## src/rtl/aps_pkg.sv

```systemverilog
// ----------------------------------------------------------------------------
// aps_pkg
// shared types, constants and a saturating add helper for the alignment pair
// statistics block
// ----------------------------------------------------------------------------
`default_nettype none

package aps_pkg;

  localparam int unsigned BaseW    = 8;
  localparam int unsigned CountW   = 16;
  localparam int unsigned InDataW  = 16;
  localparam int unsigned OutDataW = 48;

  localparam logic [BaseW-1:0] GapChar = 8'd45;

  localparam longint unsigned MaxLength = 64'd65535;
  localparam logic [CountW:0] CountLimit =
    (MaxLength > 64'd65535) ? 17'd65535 : 17'(MaxLength);

  localparam int unsigned QDepth = 4;
  localparam int unsigned QAw    = 2;

  typedef enum logic [2:0] {
    COL_SKIP,
    COL_MATCH,
    COL_MISMATCH,
    COL_ONLY_A,
    COL_ONLY_B,
    COL_BOTH_GAP
  } col_kind_t;

  typedef struct packed {
    col_kind_t kind;
    logic      last;
  } aps_cmd_t;

  typedef logic [CountW-1:0] count_t;

  function automatic count_t sat_add(input count_t a, input count_t b);
    logic [CountW:0] s;
    s = {1'b0, a} + {1'b0, b};
    return (s > CountLimit) ? CountLimit[CountW-1:0] : s[CountW-1:0];
  endfunction

endpackage

`default_nettype wire

```

## src/rtl/alignment_pair_statistics_top.sv

```systemverilog
// ----------------------------------------------------------------------------
// alignment_pair_statistics_top
// match, mismatch and indel counts over the internal columns of a pairwise
// alignment
// ----------------------------------------------------------------------------
// One alignment column is taken per cycle while the command queue has room.
// The column marked tlast passes through the four-entry command queue, behind
// any earlier commands still waiting there, and its result is then registered
// in the output register; columns keep flowing while a result waits in the
// output register, and the input stalls only when that queue fills behind an
// untaken result. Counts saturate at 65535, and all state clears after each
// result so the next alignment starts immediately.
`default_nettype none

module alignment_pair_statistics_top (
  input  wire logic                         clk,
  input  wire logic                         rst_n,
  input  wire logic                         in_tvalid,
  output logic                              in_tready,
  input  wire logic [aps_pkg::InDataW-1:0]  in_tdata,   // base_a, base_b
  input  wire logic                         in_tlast,
  output logic                              out_tvalid,
  input  wire logic                         out_tready,
  output logic [aps_pkg::OutDataW-1:0]      out_tdata   // match, mismatch, indel
);
  import aps_pkg::*;

  logic     q_push, q_full, q_pop, q_not_empty;
  aps_cmd_t push_cmd, head_cmd;

  aps_front u_front (
    .clk       (clk),
    .rst_n     (rst_n),
    .in_tvalid (in_tvalid),
    .in_tready (in_tready),
    .in_tdata  (in_tdata),
    .in_tlast  (in_tlast),
    .q_full    (q_full),
    .q_push    (q_push),
    .q_cmd     (push_cmd)
  );

  aps_queue u_queue (
    .clk       (clk),
    .rst_n     (rst_n),
    .push      (q_push),
    .push_cmd  (push_cmd),
    .full      (q_full),
    .pop       (q_pop),
    .not_empty (q_not_empty),
    .head_cmd  (head_cmd)
  );

  aps_back u_back (
    .clk         (clk),
    .rst_n       (rst_n),
    .q_not_empty (q_not_empty),
    .q_cmd       (head_cmd),
    .q_pop       (q_pop),
    .out_tvalid  (out_tvalid),
    .out_tready  (out_tready),
    .out_tdata   (out_tdata)
  );

endmodule

`default_nettype wire

```

## src/rtl/aps_front.sv

```systemverilog
// ----------------------------------------------------------------------------
// aps_front
// accepts alignment columns, tracks which rows have started and classifies
// each column into a counter command
// ----------------------------------------------------------------------------
`default_nettype none

module aps_front (
  input  wire logic                       clk,
  input  wire logic                       rst_n,
  input  wire logic                       in_tvalid,
  output logic                            in_tready,
  input  wire logic [aps_pkg::InDataW-1:0] in_tdata,  // base_a, base_b
  input  wire logic                       in_tlast,
  input  wire logic                       q_full,
  output logic                            q_push,
  output aps_pkg::aps_cmd_t               q_cmd
);
  import aps_pkg::*;

  logic             seen_a_r, seen_a_nxt;
  logic             seen_b_r, seen_b_nxt;
  logic [BaseW-1:0] base_a, base_b;
  logic             a_base, b_base;

  assign base_a    = in_tdata[BaseW-1:0];
  assign base_b    = in_tdata[2*BaseW-1:BaseW];
  assign a_base    = (base_a != GapChar);
  assign b_base    = (base_b != GapChar);
  assign in_tready = !q_full;
  assign q_push    = in_tvalid && in_tready;

  always_comb begin
    seen_a_nxt = seen_a_r || a_base;
    seen_b_nxt = seen_b_r || b_base;
    q_cmd.last = in_tlast;
    if (!(seen_a_nxt && seen_b_nxt)) begin
      q_cmd.kind = COL_SKIP;
    end else if (a_base && b_base) begin
      q_cmd.kind = (base_a == base_b) ? COL_MATCH : COL_MISMATCH;
    end else if (a_base) begin
      q_cmd.kind = COL_ONLY_A;
    end else if (b_base) begin
      q_cmd.kind = COL_ONLY_B;
    end else begin
      q_cmd.kind = COL_BOTH_GAP;
    end
  end

  always_ff @(posedge clk) begin
    if (!rst_n) begin
      seen_a_r <= 1'b0;
      seen_b_r <= 1'b0;
    end else if (q_push) begin
      seen_a_r <= in_tlast ? 1'b0 : seen_a_nxt;
      seen_b_r <= in_tlast ? 1'b0 : seen_b_nxt;
    end
  end

endmodule

`default_nettype wire

```

## src/rtl/aps_queue.sv

```systemverilog
// ----------------------------------------------------------------------------
// aps_queue
// small register queue of column commands between front and back
// ----------------------------------------------------------------------------
`default_nettype none

module aps_queue (
  input  wire logic              clk,
  input  wire logic              rst_n,
  input  wire logic              push,
  input  wire aps_pkg::aps_cmd_t push_cmd,
  output logic                   full,
  input  wire logic              pop,
  output logic                   not_empty,
  output aps_pkg::aps_cmd_t      head_cmd
);
  import aps_pkg::*;

  aps_cmd_t       mem_r [QDepth];
  logic [QAw-1:0] wr_ptr_r, rd_ptr_r;
  logic [QAw:0]   cnt_r;

  assign full      = (cnt_r == (QAw+1)'(QDepth));
  assign not_empty = (cnt_r != '0);
  assign head_cmd  = mem_r[rd_ptr_r];

  always_ff @(posedge clk) begin
    if (push) begin
      mem_r[wr_ptr_r] <= push_cmd;
    end
  end

  always_ff @(posedge clk) begin
    if (!rst_n) begin
      wr_ptr_r <= '0;
      rd_ptr_r <= '0;
      cnt_r    <= '0;
    end else begin
      if (push) begin
        wr_ptr_r <= wr_ptr_r + 1'b1;
      end
      if (pop) begin
        rd_ptr_r <= rd_ptr_r + 1'b1;
      end
      case ({push, pop})
        2'b10:   cnt_r <= cnt_r + 1'b1;
        2'b01:   cnt_r <= cnt_r - 1'b1;
        default: cnt_r <= cnt_r;
      endcase
    end
  end

endmodule

`default_nettype wire

```

## src/rtl/aps_back.sv

```systemverilog
// ----------------------------------------------------------------------------
// aps_back
// applies column commands to the saturating counters and registers the
// result of each alignment
// ----------------------------------------------------------------------------
`default_nettype none

module aps_back (
  input  wire logic                        clk,
  input  wire logic                        rst_n,
  input  wire logic                        q_not_empty,
  input  wire aps_pkg::aps_cmd_t           q_cmd,
  output logic                             q_pop,
  output logic                             out_tvalid,
  input  wire logic                        out_tready,
  output logic [aps_pkg::OutDataW-1:0]     out_tdata  // match, mismatch, indel
);
  import aps_pkg::*;

  logic   first_leads_r, first_leads_nxt;
  count_t matches_r, matches_nxt;
  count_t mismatches_r, mismatches_nxt;
  count_t done_r, done_nxt;
  count_t between_r, between_nxt;
  count_t after_r, after_nxt;
  logic   out_valid_r;
  logic [OutDataW-1:0] out_data_r;
  logic   row_first;

  assign q_pop      = q_not_empty && (!q_cmd.last || !out_valid_r || out_tready);
  assign out_tvalid = out_valid_r;
  assign out_tdata  = out_data_r;

  always_comb begin
    first_leads_nxt = first_leads_r;
    matches_nxt     = matches_r;
    mismatches_nxt  = mismatches_r;
    done_nxt        = done_r;
    between_nxt     = between_r;
    after_nxt       = after_r;
    row_first       = (q_cmd.kind == COL_ONLY_A);
    case (q_cmd.kind)
      COL_MATCH, COL_MISMATCH: begin
        done_nxt    = sat_add(sat_add(done_r, between_r), after_r);
        between_nxt = '0;
        after_nxt   = '0;
        if (q_cmd.kind == COL_MATCH) begin
          matches_nxt = sat_add(matches_r, count_t'(1));
        end else begin
          mismatches_nxt = sat_add(mismatches_r, count_t'(1));
        end
      end
      COL_ONLY_A, COL_ONLY_B: begin
        if (first_leads_r != row_first) begin
          done_nxt    = sat_add(done_r, between_r);
          between_nxt = sat_add(after_r, count_t'(1));
        end else begin
          between_nxt = sat_add(sat_add(between_r, after_r), count_t'(1));
        end
        after_nxt       = '0;
        first_leads_nxt = row_first;
      end
      COL_BOTH_GAP: begin
        after_nxt = sat_add(after_r, count_t'(1));
      end
      default: begin
      end
    endcase
  end

  always_ff @(posedge clk) begin
    if (!rst_n) begin
      first_leads_r <= 1'b0;
      matches_r     <= '0;
      mismatches_r  <= '0;
      done_r        <= '0;
      between_r     <= '0;
      after_r       <= '0;
      out_valid_r   <= 1'b0;
    end else begin
      if (q_pop && q_cmd.last) begin
        out_valid_r   <= 1'b1;
        out_data_r    <= {done_nxt, mismatches_nxt, matches_nxt};
        first_leads_r <= 1'b0;
        matches_r     <= '0;
        mismatches_r  <= '0;
        done_r        <= '0;
        between_r     <= '0;
        after_r       <= '0;
      end else begin
        if (out_tready) begin
          out_valid_r <= 1'b0;
        end
        if (q_pop) begin
          first_leads_r <= first_leads_nxt;
          matches_r     <= matches_nxt;
          mismatches_r  <= mismatches_nxt;
          done_r        <= done_nxt;
          between_r     <= between_nxt;
          after_r       <= after_nxt;
        end
      end
    end
  end

endmodule

`default_nettype wire

```

## config.mk

```make
export PLATFORM = sky130hd
export DESIGN_NAME = alignment_pair_statistics_top
export DESIGN_NICKNAME = d
export VERILOG_FILES = /design/src/rtl/aps_pkg.sv /design/src/rtl/alignment_pair_statistics_top.sv /design/src/rtl/aps_front.sv /design/src/rtl/aps_queue.sv /design/src/rtl/aps_back.sv
export SDC_FILE = /design/constraint.sdc
export NUM_CORES = 1
export LEC_CHECK = 0
export BUFFER_PORTS_ARGS = -buffer_cell sky130_fd_sc_hd__buf_4
export CORE_MARGIN = 2
export CORE_UTILIZATION = 60
export DETAILED_ROUTE_END_ITERATION = 6
export PLACE_DENSITY = 0.79
export SETUP_SLACK_MARGIN = 0.05
export SKIP_CTS_REPAIR_TIMING = 1
export SLEW_MARGIN = 0
export SYNTH_ARGS = -nofsm -noshare
export SYNTH_HDL_FRONTEND = slang
export SYNTH_SLANG_ARGS = --single-unit
```

## constraint.sdc

```tcl
create_clock -name clk -period 4.8 [get_ports clk]
set_input_delay 0.96 -clock clk [delete_from_list [all_inputs] [get_ports clk]]
set_output_delay 0.96 -clock clk [all_outputs]
set_load 0.005 [all_outputs]
```

* After elaboration in Yosys (flattened, before gate mapping)
Memories as Yosys holds them, arrays and structs flattened. A register that Yosys moved wholly into a read port is not among the register bits.
Index checks and enable logic that the tools add are counted.
Widths: inputs -> output; s select.
** Operators by class
- $add $sub $neg :: 11
- Magnitude comparators :: 7
- Equality and inequality tests :: 12
- Mux-type cells :: 30
- Bitwise gates (word level) :: 1
- Reduce and logical (&&, ||, !) cells :: 25
** Operators with widths (number)
- $mux 16 :: 13
- $gt 17x16->1 const B :: 7
- $pmux 16 s2 :: 3
- $add 16x1->17 const B :: 4
- $add 16x16->17 :: 3
- $ne 8x6->1 const B :: 2
- $eq 3x3->1 const B :: 3
- $mux 3 :: 3
- $eq 8x8->1 :: 1
- $reduce_and 2->1 :: 4
- $reduce_bool 2->1 :: 4
- $mux 1 :: 7
- $eq 3x2->1 const B :: 2
- $mux 2 :: 3
- $pmux 3 s2 :: 1
- $reduce_or 2->1 :: 3
- $logic_and 1x1->1 :: 5
- $add 2x1->2 const B :: 2
- $logic_or 1x1->1 :: 4
- $reduce_or 4->1 :: 1
- $add 3x1->3 const B :: 1
- $eq 3x1->1 const B :: 1
- $logic_not 1->1 :: 3
- $reduce_bool 3->1 :: 1
- other kinds (5) :: 5
** Word-level totals
- Register bits :: 139
- RAM bits :: 16
- Bits of input ports :: 21
- Output and inout port bits :: 50
- Logic and storage cells :: 100
- Memories :: 1
** Memory list
- u_queue.mem_r :: words 4, width 4, read ports 1, clocked after Yosys merged registers in 1, write ports 1, line aps_queue.sv:19 : aps_cmd_t mem_r [QDepth];

* Logic depth before layout (Yosys ltp)
Gate-level depths: netlist of the first run.
- Word-level depth :: 8
- Mapped depth :: 22
- Gate-level depth less buffers :: 21

* By module
A second synthesis of the first run with hierarchy kept.
** Unflattened totals
- Cells, all modules :: 1257
- Area, all modules :: 10764.1 um^2
** Modules (own cells, without submodules)
- aps_back :: times used 1, cells an instance 1156, area an instance 9449.1 um^2, seq. area each 3083.0 um^2
- aps_queue :: times used 1, cells an instance 66, area an instance 1029.7 um^2, seq. area each 660.6 um^2
- aps_front :: times used 1, cells an instance 35, area an instance 285.3 um^2, seq. area each 40.0 um^2

* Least setup slack after synthesis of the first run
No wires, ideal clock.
- Path kind :: flip-flop to flip-flop
- Start :: register u_back.between_r[0]
- End :: register u_back.out_data_r[43] (netlist: u_back.out_tdata[43]), data pin
- Setup time :: 263 ps
- Data arrival time :: 4026 ps
- Required time :: 4537 ps
- Path slack :: 511 ps
- Cell stages (with the launch flop) :: 21
- Buffers on the path :: 1
- Period minus slack after synthesis :: 4289 ps
- Path through :: dfxtp_1 -> ha_1 -> inv_1 -> fa_1 -> nor2b_1 -> o31ai_1 -> a211oi_1 -> o22ai_1 -> o21a_1 -> clkbuf_1 -> nand2_1 -> ha_1 -> a21o_1 -> a21oi_1 -> o211ai_1 -> a221oi_1 -> o21ai_0 -> xor2_1 -> o21ai_0 -> a21boi_0 -> nand2_1
** Between the ends
- Cells in the longest elaborated chain, start to end :: 7
- Elaborated cells on any way between the ends :: 8
- Those cells by class :: add/sub: 2; order compare: 2; mux: 4
** Ends and longest elaborated chain
- start: declaration :: line aps_back.sv:24 : count_t between_r, between_nxt;
- start signal: assignment :: line aps_back.sv:99 : between_r <= between_nxt;
- $add 16x16->17 (*) :: line aps_pkg.sv:42 : s = {1'b0, a} + {1'b0, b};
- $gt 17x16->1 :: line aps_pkg.sv:43 : return (s > CountLimit) ? CountLimit[CountW-1:0] : s[CountW-1:0];
- $mux 16 (*) :: line aps_pkg.sv:43
- $add 16x16->17 :: line aps_pkg.sv:42
- $gt 17x16->1 :: line aps_pkg.sv:43
- $mux 16 :: line aps_pkg.sv:43
- $pmux 16 s2 (*) :: line aps_back.sv:42 : case (q_cmd.kind)
- named net u_back.done_nxt[11] :: line aps_back.sv:23 : count_t done_r, done_nxt;
- end signal: assignment :: line aps_back.sv:83 : out_data_r <= {done_nxt, mismatches_nxt, matches_nxt};
- end: declaration :: line aps_back.sv:27 : logic [OutDataW-1:0] out_data_r;
Mark *: on every way through the listed nets, which the timed path passes. The rest lies on a longest branch.
A chain may end at the register's enable or synchronous reset.

* Worst setup path after layout of the first run
- Start :: register u_back.done_r[5]
- End :: register u_back.done_r[13]
** Between the ends
- Cells in the longest elaborated chain, start to end :: 7
- Elaborated cells on any way between the ends :: 8
- Those cells by class :: add/sub: 2; order compare: 2; mux: 4
** Ends and longest elaborated chain
- start: declaration :: line aps_back.sv:23
- start signal: assignment :: line aps_back.sv:98 : done_r <= done_nxt;
- $add 16x16->17 (*) :: line aps_pkg.sv:42
- $gt 17x16->1 :: line aps_pkg.sv:43
- $mux 16 (*) :: line aps_pkg.sv:43
- $add 16x16->17 :: line aps_pkg.sv:42
- $gt 17x16->1 :: line aps_pkg.sv:43
- $mux 16 :: line aps_pkg.sv:43
- $pmux 16 s2 (*) :: line aps_back.sv:42
- named net u_back.done_nxt[13] :: line aps_back.sv:23
Marks and branches as above.

==> impl_metrics.toml, run 1 <==
[drt]
wire_per_inst_um = 18.9
vias = 10300
ant_nets = 0
drtIter0Drc = 1054
dr.pass1.iters = 5
drc_errors = 0
drt-total-wl_mm = 29.9
vias_per_cell = 6.52

[die]
fp-row-count = 49
fp.coreArea_mm2 = 0.0179
die_w_um = 139
design.die.area_mm2 = 0.0192
fp.dieH_um = 139
ios = 71
initial_core_util = 0.608

[grt]
grt_max_degree = 38
track_usage = 0.307
grt_pass1_wl_mm = 48.1
overflow = 0
antenna_found_initial = 0
grt_pass1_vias = 9416

[synth]
synth_compound_area_frac = 0.254
netlist_instances = 1282
synth_edf_count = 64
yosysTopAreaCellShare = 0.177
synth_area_leader_cell = "edfxtp_1"
synth_top_family_by_area = "compound AO/OA/AOI/OAI gates"
synthArstFlopShare = 0
syn_avg_cell_area_um2 = 8.49
yosysMostFrequentCell = "nand2_1"
seq_area_frac_synth = 0.348
synth.distinct_cells = 89
syn_area_mm2 = 0.0109
synth_mux_area_frac = 0.0131
ys_top_cells_by_count = "nand2_1, a21oi_1, nor2_1"
synth_fp_nets = 1370
synth-xor-area-share = 0.0653
synth_flop_cell = "dfxtp_1"
synth-seq-cells = 157
synthTopCellsByArea = "edfxtp_1, dfxtp_1, ha_1"
synthSimpleGateAreaFrac = 0.197
yosysWarnings = 0
synth_fa_ha_area_frac = 0.0798

[timing]
finalCriticalPeriod_ns = 4.46
tightest_slew_ns = 1.06
fin_ws_ns = 0.345
tns_ns = 0
finalSetupViolations = 0
fin_crit_sh = 0.928
drv_slew = 0
finClkSkew_ns = 0.0107
max_freq_ghz = 0.224
rsz0062_at_grt = "false"
hold_viol = 0
slew_headroom = 0.290

[finish]
areaGrowthSynthToFinish_pct = 12.3
antennaDiodeCount = 0
final_nets = 1422
design_area_mm2 = 0.0122
drive_gt1_frac = 0.126
stdcell_count = 1576

[clocking]
cts.sinks = 157
htree_levels = 4
root_buffer = "clkbuf_16"
clk_latency_ns = 0.44
cts_tree = "built"
clockBufferDepth = 2
cts_buffers = 17
clk_pin_slew_ns = 0.07

[power]
vdd_drop_max_mv = 0.417
p_per_area_mw_per_mm2 = 464
p_leak_uw = 0.00480

[critical_path]
critPathCaptureType = "flop"
cp.arrival_ns = 4.79
cp.required_ns = 5.13
crit_chain = "ha_1 > o21ai_0 > o2bb2ai_1 > a211oi_2 > o22ai_2 > o21ai_1 > nor2_1 > inv_1 > ha_1 > fa_1 > a21o_1 > a21oi_2 > o211ai_1 > nand4_1 > a311oi_1 > a211o_1 > buf_4 > o21a_1 > a221o_1 > o21a_1"
critPathSlowestCell = "dfxtp_1"
path_class = "flop to flop"
path_max_fanout = 4
cp_slowest_stage_delay_ns = 0.45
cp-start-kind = "flop"

[place]
dpl_cell_area_mm2 = 0.0116
gp_congestion = 0.958
hpwl_mm = 21.6
dp_slack_ns = 0.226
placed_cells = 1543
portBuffers = 70

[run]
cap_violations = 0

[worst_hold_path]
hold_class = "flop to flop"

[run_status]
status = "finished, final reports clean"
## per-stage QoR
stage	utilization	hold WS (ns)	power (µW)
final	0.682	0.492	5670
after global routing	0.682	0.533	5990
after CTS	0.681	0.496	5620
after detailed placement	0.647	0.479	4260
after global placement	0.647	0.472	4210
after floorplan	-	0.451	3550
## final timing paths
path	startpoint	end	slack, ns	cells past startpoint
worst max-delay path	u_back.done_r[5]	u_back.done_r[13]	0.34	20
worst min-delay path	u_front.seen_a_r	u_front.seen_a_r	0.49	2
worst max register to register	u_back.done_r[5]	u_back.done_r[13]	0.34	20
worst min register to register	u_front.seen_a_r	u_front.seen_a_r	0.49	2
## critical path, delay by kind of cell (launching register included)
| kind | cells | cell delay (ns) |
|---|---|---|
| flops | 1 | 0.45 |
| simple gates | 2 | 0.31 |
| fa+ha+maj | 3 | 0.94 |
| compound gates | 13 | 2.43 |
| buf+inv | 2 | 0.22 |
## routing by layer
metal	global-route usage	routed length [µm]	up-vias
met5	0	0	-
met4	0.128	1060	0
met3	0.0608	2620	75
met2	0.480	13300	482
met1	0.419	12900	4843
li1	-	-	4869
## layout make-up
class	count	area, µm²
clock buffer	17	425
multi-input combinational	1021	6670
inverter	40	150
clock inverter	15	169
timing repair buffer	97	728
sequential	157	3780
fill	1482	5690
tap	229	287
## state kept, by name (all words and copies together), names as in the netlist, named ones only
signal,cells
u_queue.mem_r,16
u_front.seen_b_r,1
u_queue.wr_ptr_r,2
u_back.after_r,16
u_back.done_r,16
u_front.seen_a_r,1
u_queue.cnt_r,3
u_back.out_tvalid,1
u_back.between_r,16
u_queue.rd_ptr_r,2
u_back.matches_r,16
u_back.first_leads_r,1
u_back.out_tdata,48
u_back.mismatches_r,16
## logic make-up (layout without fill, tap and decap cells)
family	after synthesis	in the layout
compound gates	428	428
xor+xnor	79	79
fa+ha+maj	67	67
buf+inv	104	169
flops	157	157
mux	9	9
simple gates	438	438
## cell usage in the layout, fill, tap and decap left out, types with 7 or more instances in the layout
cell type / count
nor2b_1: 11
nand3_1: 43
a211oi_1: 7
or2_2: 8
nor3_1: 15
buf_4: 97
and3_1: 24
ha_1: 63
inv_1: 38
edfxtp_1: 64
a21oi_1: 114
o21ai_0: 109
dfxtp_1: 93
o21ai_1: 9
nand2b_1: 16
xor2_1: 35
o21a_1: 21
nand4_1: 25
or3_1: 8
a22oi_1: 8
a311oi_1: 10
o211ai_1: 14
nand2_1: 125
xnor2_1: 43
nor2_1: 113
a32o_1: 12
a21o_1: 18
clkbuf_16: 17
a31oi_1: 32
and2_1: 15
## report_power, final
group / internal (µW) / total [µW] / switching [µW]
Combinational: 868 / 2360 / 1490
Clock: 699 / 1350 / 653
Sequential: 1720 / 1950 / 239
(Power assumes the default switching activity.)
==> inputs of run 2 (changes only) <==
Settings changed: SYNTH_HIERARCHICAL set to 1.
==> impl_metrics.toml, run 2 <==
[run_status]
status = "complete, but fails checks"
failed_checks = "negative setup slack"

[timing]
finalSetupViolations = 4
hold_viol = 0
tns_ns = -0.0930
finClkSkew_ns = 0.0136
slew_headroom = 0.241
fin_ws_ns = -0.0841
fin_crit_sh = 1.02
tightest_slew_ns = 1.14
drv_slew = 0
finalCriticalPeriod_ns = 4.88
hold_ws_ns = 0.507
rsz0062_at_grt = "true"
max_freq_ghz = 0.205

[power]
p_per_area_mw_per_mm2 = 442
vdd_drop_max_mv = 0.363
p_leak_uw = 0.00505

[clocking]
root_buffer = "clkbuf_16"
htree_levels = 4
clk_latency_ns = 0.43
clk_pin_slew_ns = 0.06
cts.sinks = 157
cts_tree = "built"
cts_buffers = 17
clockBufferDepth = 2

[die]
fp.dieH_um = 138
fp.coreArea_mm2 = 0.0174
fp-row-count = 48
design.die.area_mm2 = 0.0190
initial_core_util = 0.618
die_w_um = 138
ios = 71

[synth]
synth-seq-cells = 157
synth_fp_nets = 1345
yosysWarnings = 6
synth_edf_count = 64
syn_avg_cell_area_um2 = 8.56
synthArstFlopShare = 0
synth_flop_cell = "dfxtp_1"
synth_area_leader_cell = "edfxtp_1"
netlist_instances = 1257
yosysTopAreaCellShare = 0.179
ys_top_cells_by_count = "a21oi_1, nor2_1, nand2_1"
yosysMostFrequentCell = "a21oi_1"
synth.distinct_cells = 86
synthTopCellsByArea = "edfxtp_1, dfxtp_1, ha_1"
syn_area_mm2 = 0.0108
seq_area_frac_synth = 0.352

[grt]
track_usage = 0.293
grt_max_degree = 49
antenna_found_initial = 0
grt_pass1_wl_mm = 44.6
overflow = 0
grt_pass1_vias = 9285

[critical_path]
cp-start-kind = "flop"
critPathCaptureType = "flop"
path_max_fanout = 6
path_class = "flop to flop"
cp.required_ns = 4.97
cp.arrival_ns = 5.06

[drt]
drt-total-wl_mm = 29.0
drc_errors = 0
drtIter0Drc = 1131
vias_per_cell = 6.57
wire_per_inst_um = 18.6
dr.pass1.iters = 6
ant_nets = 0
vias = 10300

[place]
hpwl_mm = 19.4
dp_slack_ns = -0.0836
portBuffers = 70
gp_congestion = 0.925

[finish]
regArea_mm2 = 0.00379
multi_input_area_mm2 = 0.00686
areaGrowthSynthToFinish_pct = 16.2
fillers = 1344
antennaDiodeCount = 0
layout_common_cells = "a21oi_1, buf_4, nor2_1"
drive_gt1_frac = 0.153
final_nets = 1411
final_common_cell = "a21oi_1"
utilization = 0.718
largest_reg_flops = 48

[run]
cap_violations = 0

[worst_hold_path]
hold_class = "flop to flop"
run 2: cell count changes in the layout (fill, tap and decap cells not counted), sizes merged, moves of 7 or more:
cell    change
a21oi      +10
nor2b       +7
nand4       -9
nor3       +15
xor2        -7
nand2      -28
o21ai      -19
buf        +13
inv        -10
a32o       -11
o211ai     -10
a221o      +11
and2        +7
run 2: path summary, 6_finish.rpt:
kind / startpoint / depth (start not counted) / slack [ns] / end
max: u_back/done_r[0] / 19 / -0.08 / u_back/out_tdata[47]
min reg2reg: u_queue/cnt_r[2] / 2 / 0.51 / u_queue/cnt_r[2]
min: u_queue/cnt_r[2] / 2 / 0.51 / u_queue/cnt_r[2]
max reg2reg: u_back/done_r[0] / 19 / -0.08 / u_back/out_tdata[47]
run 2: per-layer routing:
layer | up-vias | wire [µm] | track usage
met5 | - | 0 | 0
met1 | 4861 | 12000 | 0.370
li1 | 4818 | - | -
met4 | 0 | 832 | 0.0975
met2 | 485 | 14200 | 0.513
met3 | 87 | 1950 | 0.0461
run 2: through the flow:
step	total power, µW	instance area [µm²]	std cells
floorplan	3300	10800	1257
global placement	3920	11500	1512
detailed placement	3970	11500	1512
CTS	5360	12100	1544
global route	5820	12500	1561
finish	5520	12500	1561
run 2: cells by family (layout without fill, tap and decap cells):
logic type,Yosys count,count (layout),share of synthesized area
fa+ha+maj,67,67,0.0807
mux,12,12,0.0167
flops,157,157,0.352
compound gates,407,408,0.242
xor+xnor,73,73,0.0594
simple gates,443,443,0.213
buf+inv,98,176,0.0372
run 2: layout make-up:
| cell class | instances | share of cell area |
|---|---|---|
| clock inverter | 11 | 0.0114 |
| timing repair buffer | 110 | 0.0676 |
| clock buffer | 21 | 0.0368 |
| inverter | 34 | 0.0102 |
| tap | 225 | 0.0225 |
| multi-input combinational | 1003 | 0.548 |
| sequential | 157 | 0.303 |
run 2: power breakdown:
group | switching, µW | internal, µW
Sequential | 156 | 1650
Combinational | 1460 | 869
Clock | 539 | 845
Total | 2160 | 3360
run 2: critical path: stages, from the launching register on:
cell and delay (ns):
dfxtp_4 0.36, ha_4 0.16, inv_2 0.05, fa_2 0.23, nor2b_4 0.05, o31a_1 0.36
o32ai_4 0.37, o311ai_4 0.14, a221oi_2 0.35, buf_6 0.20, nand2_2 0.11, ha_4 0.25
a211oi_2 0.31, o21bai_2 0.16, a221o_1 0.39, or4_4 0.50, a221oi_2 0.25, o21ai_1 0.11
a21oi_1 0.20, nand2_1 0.08
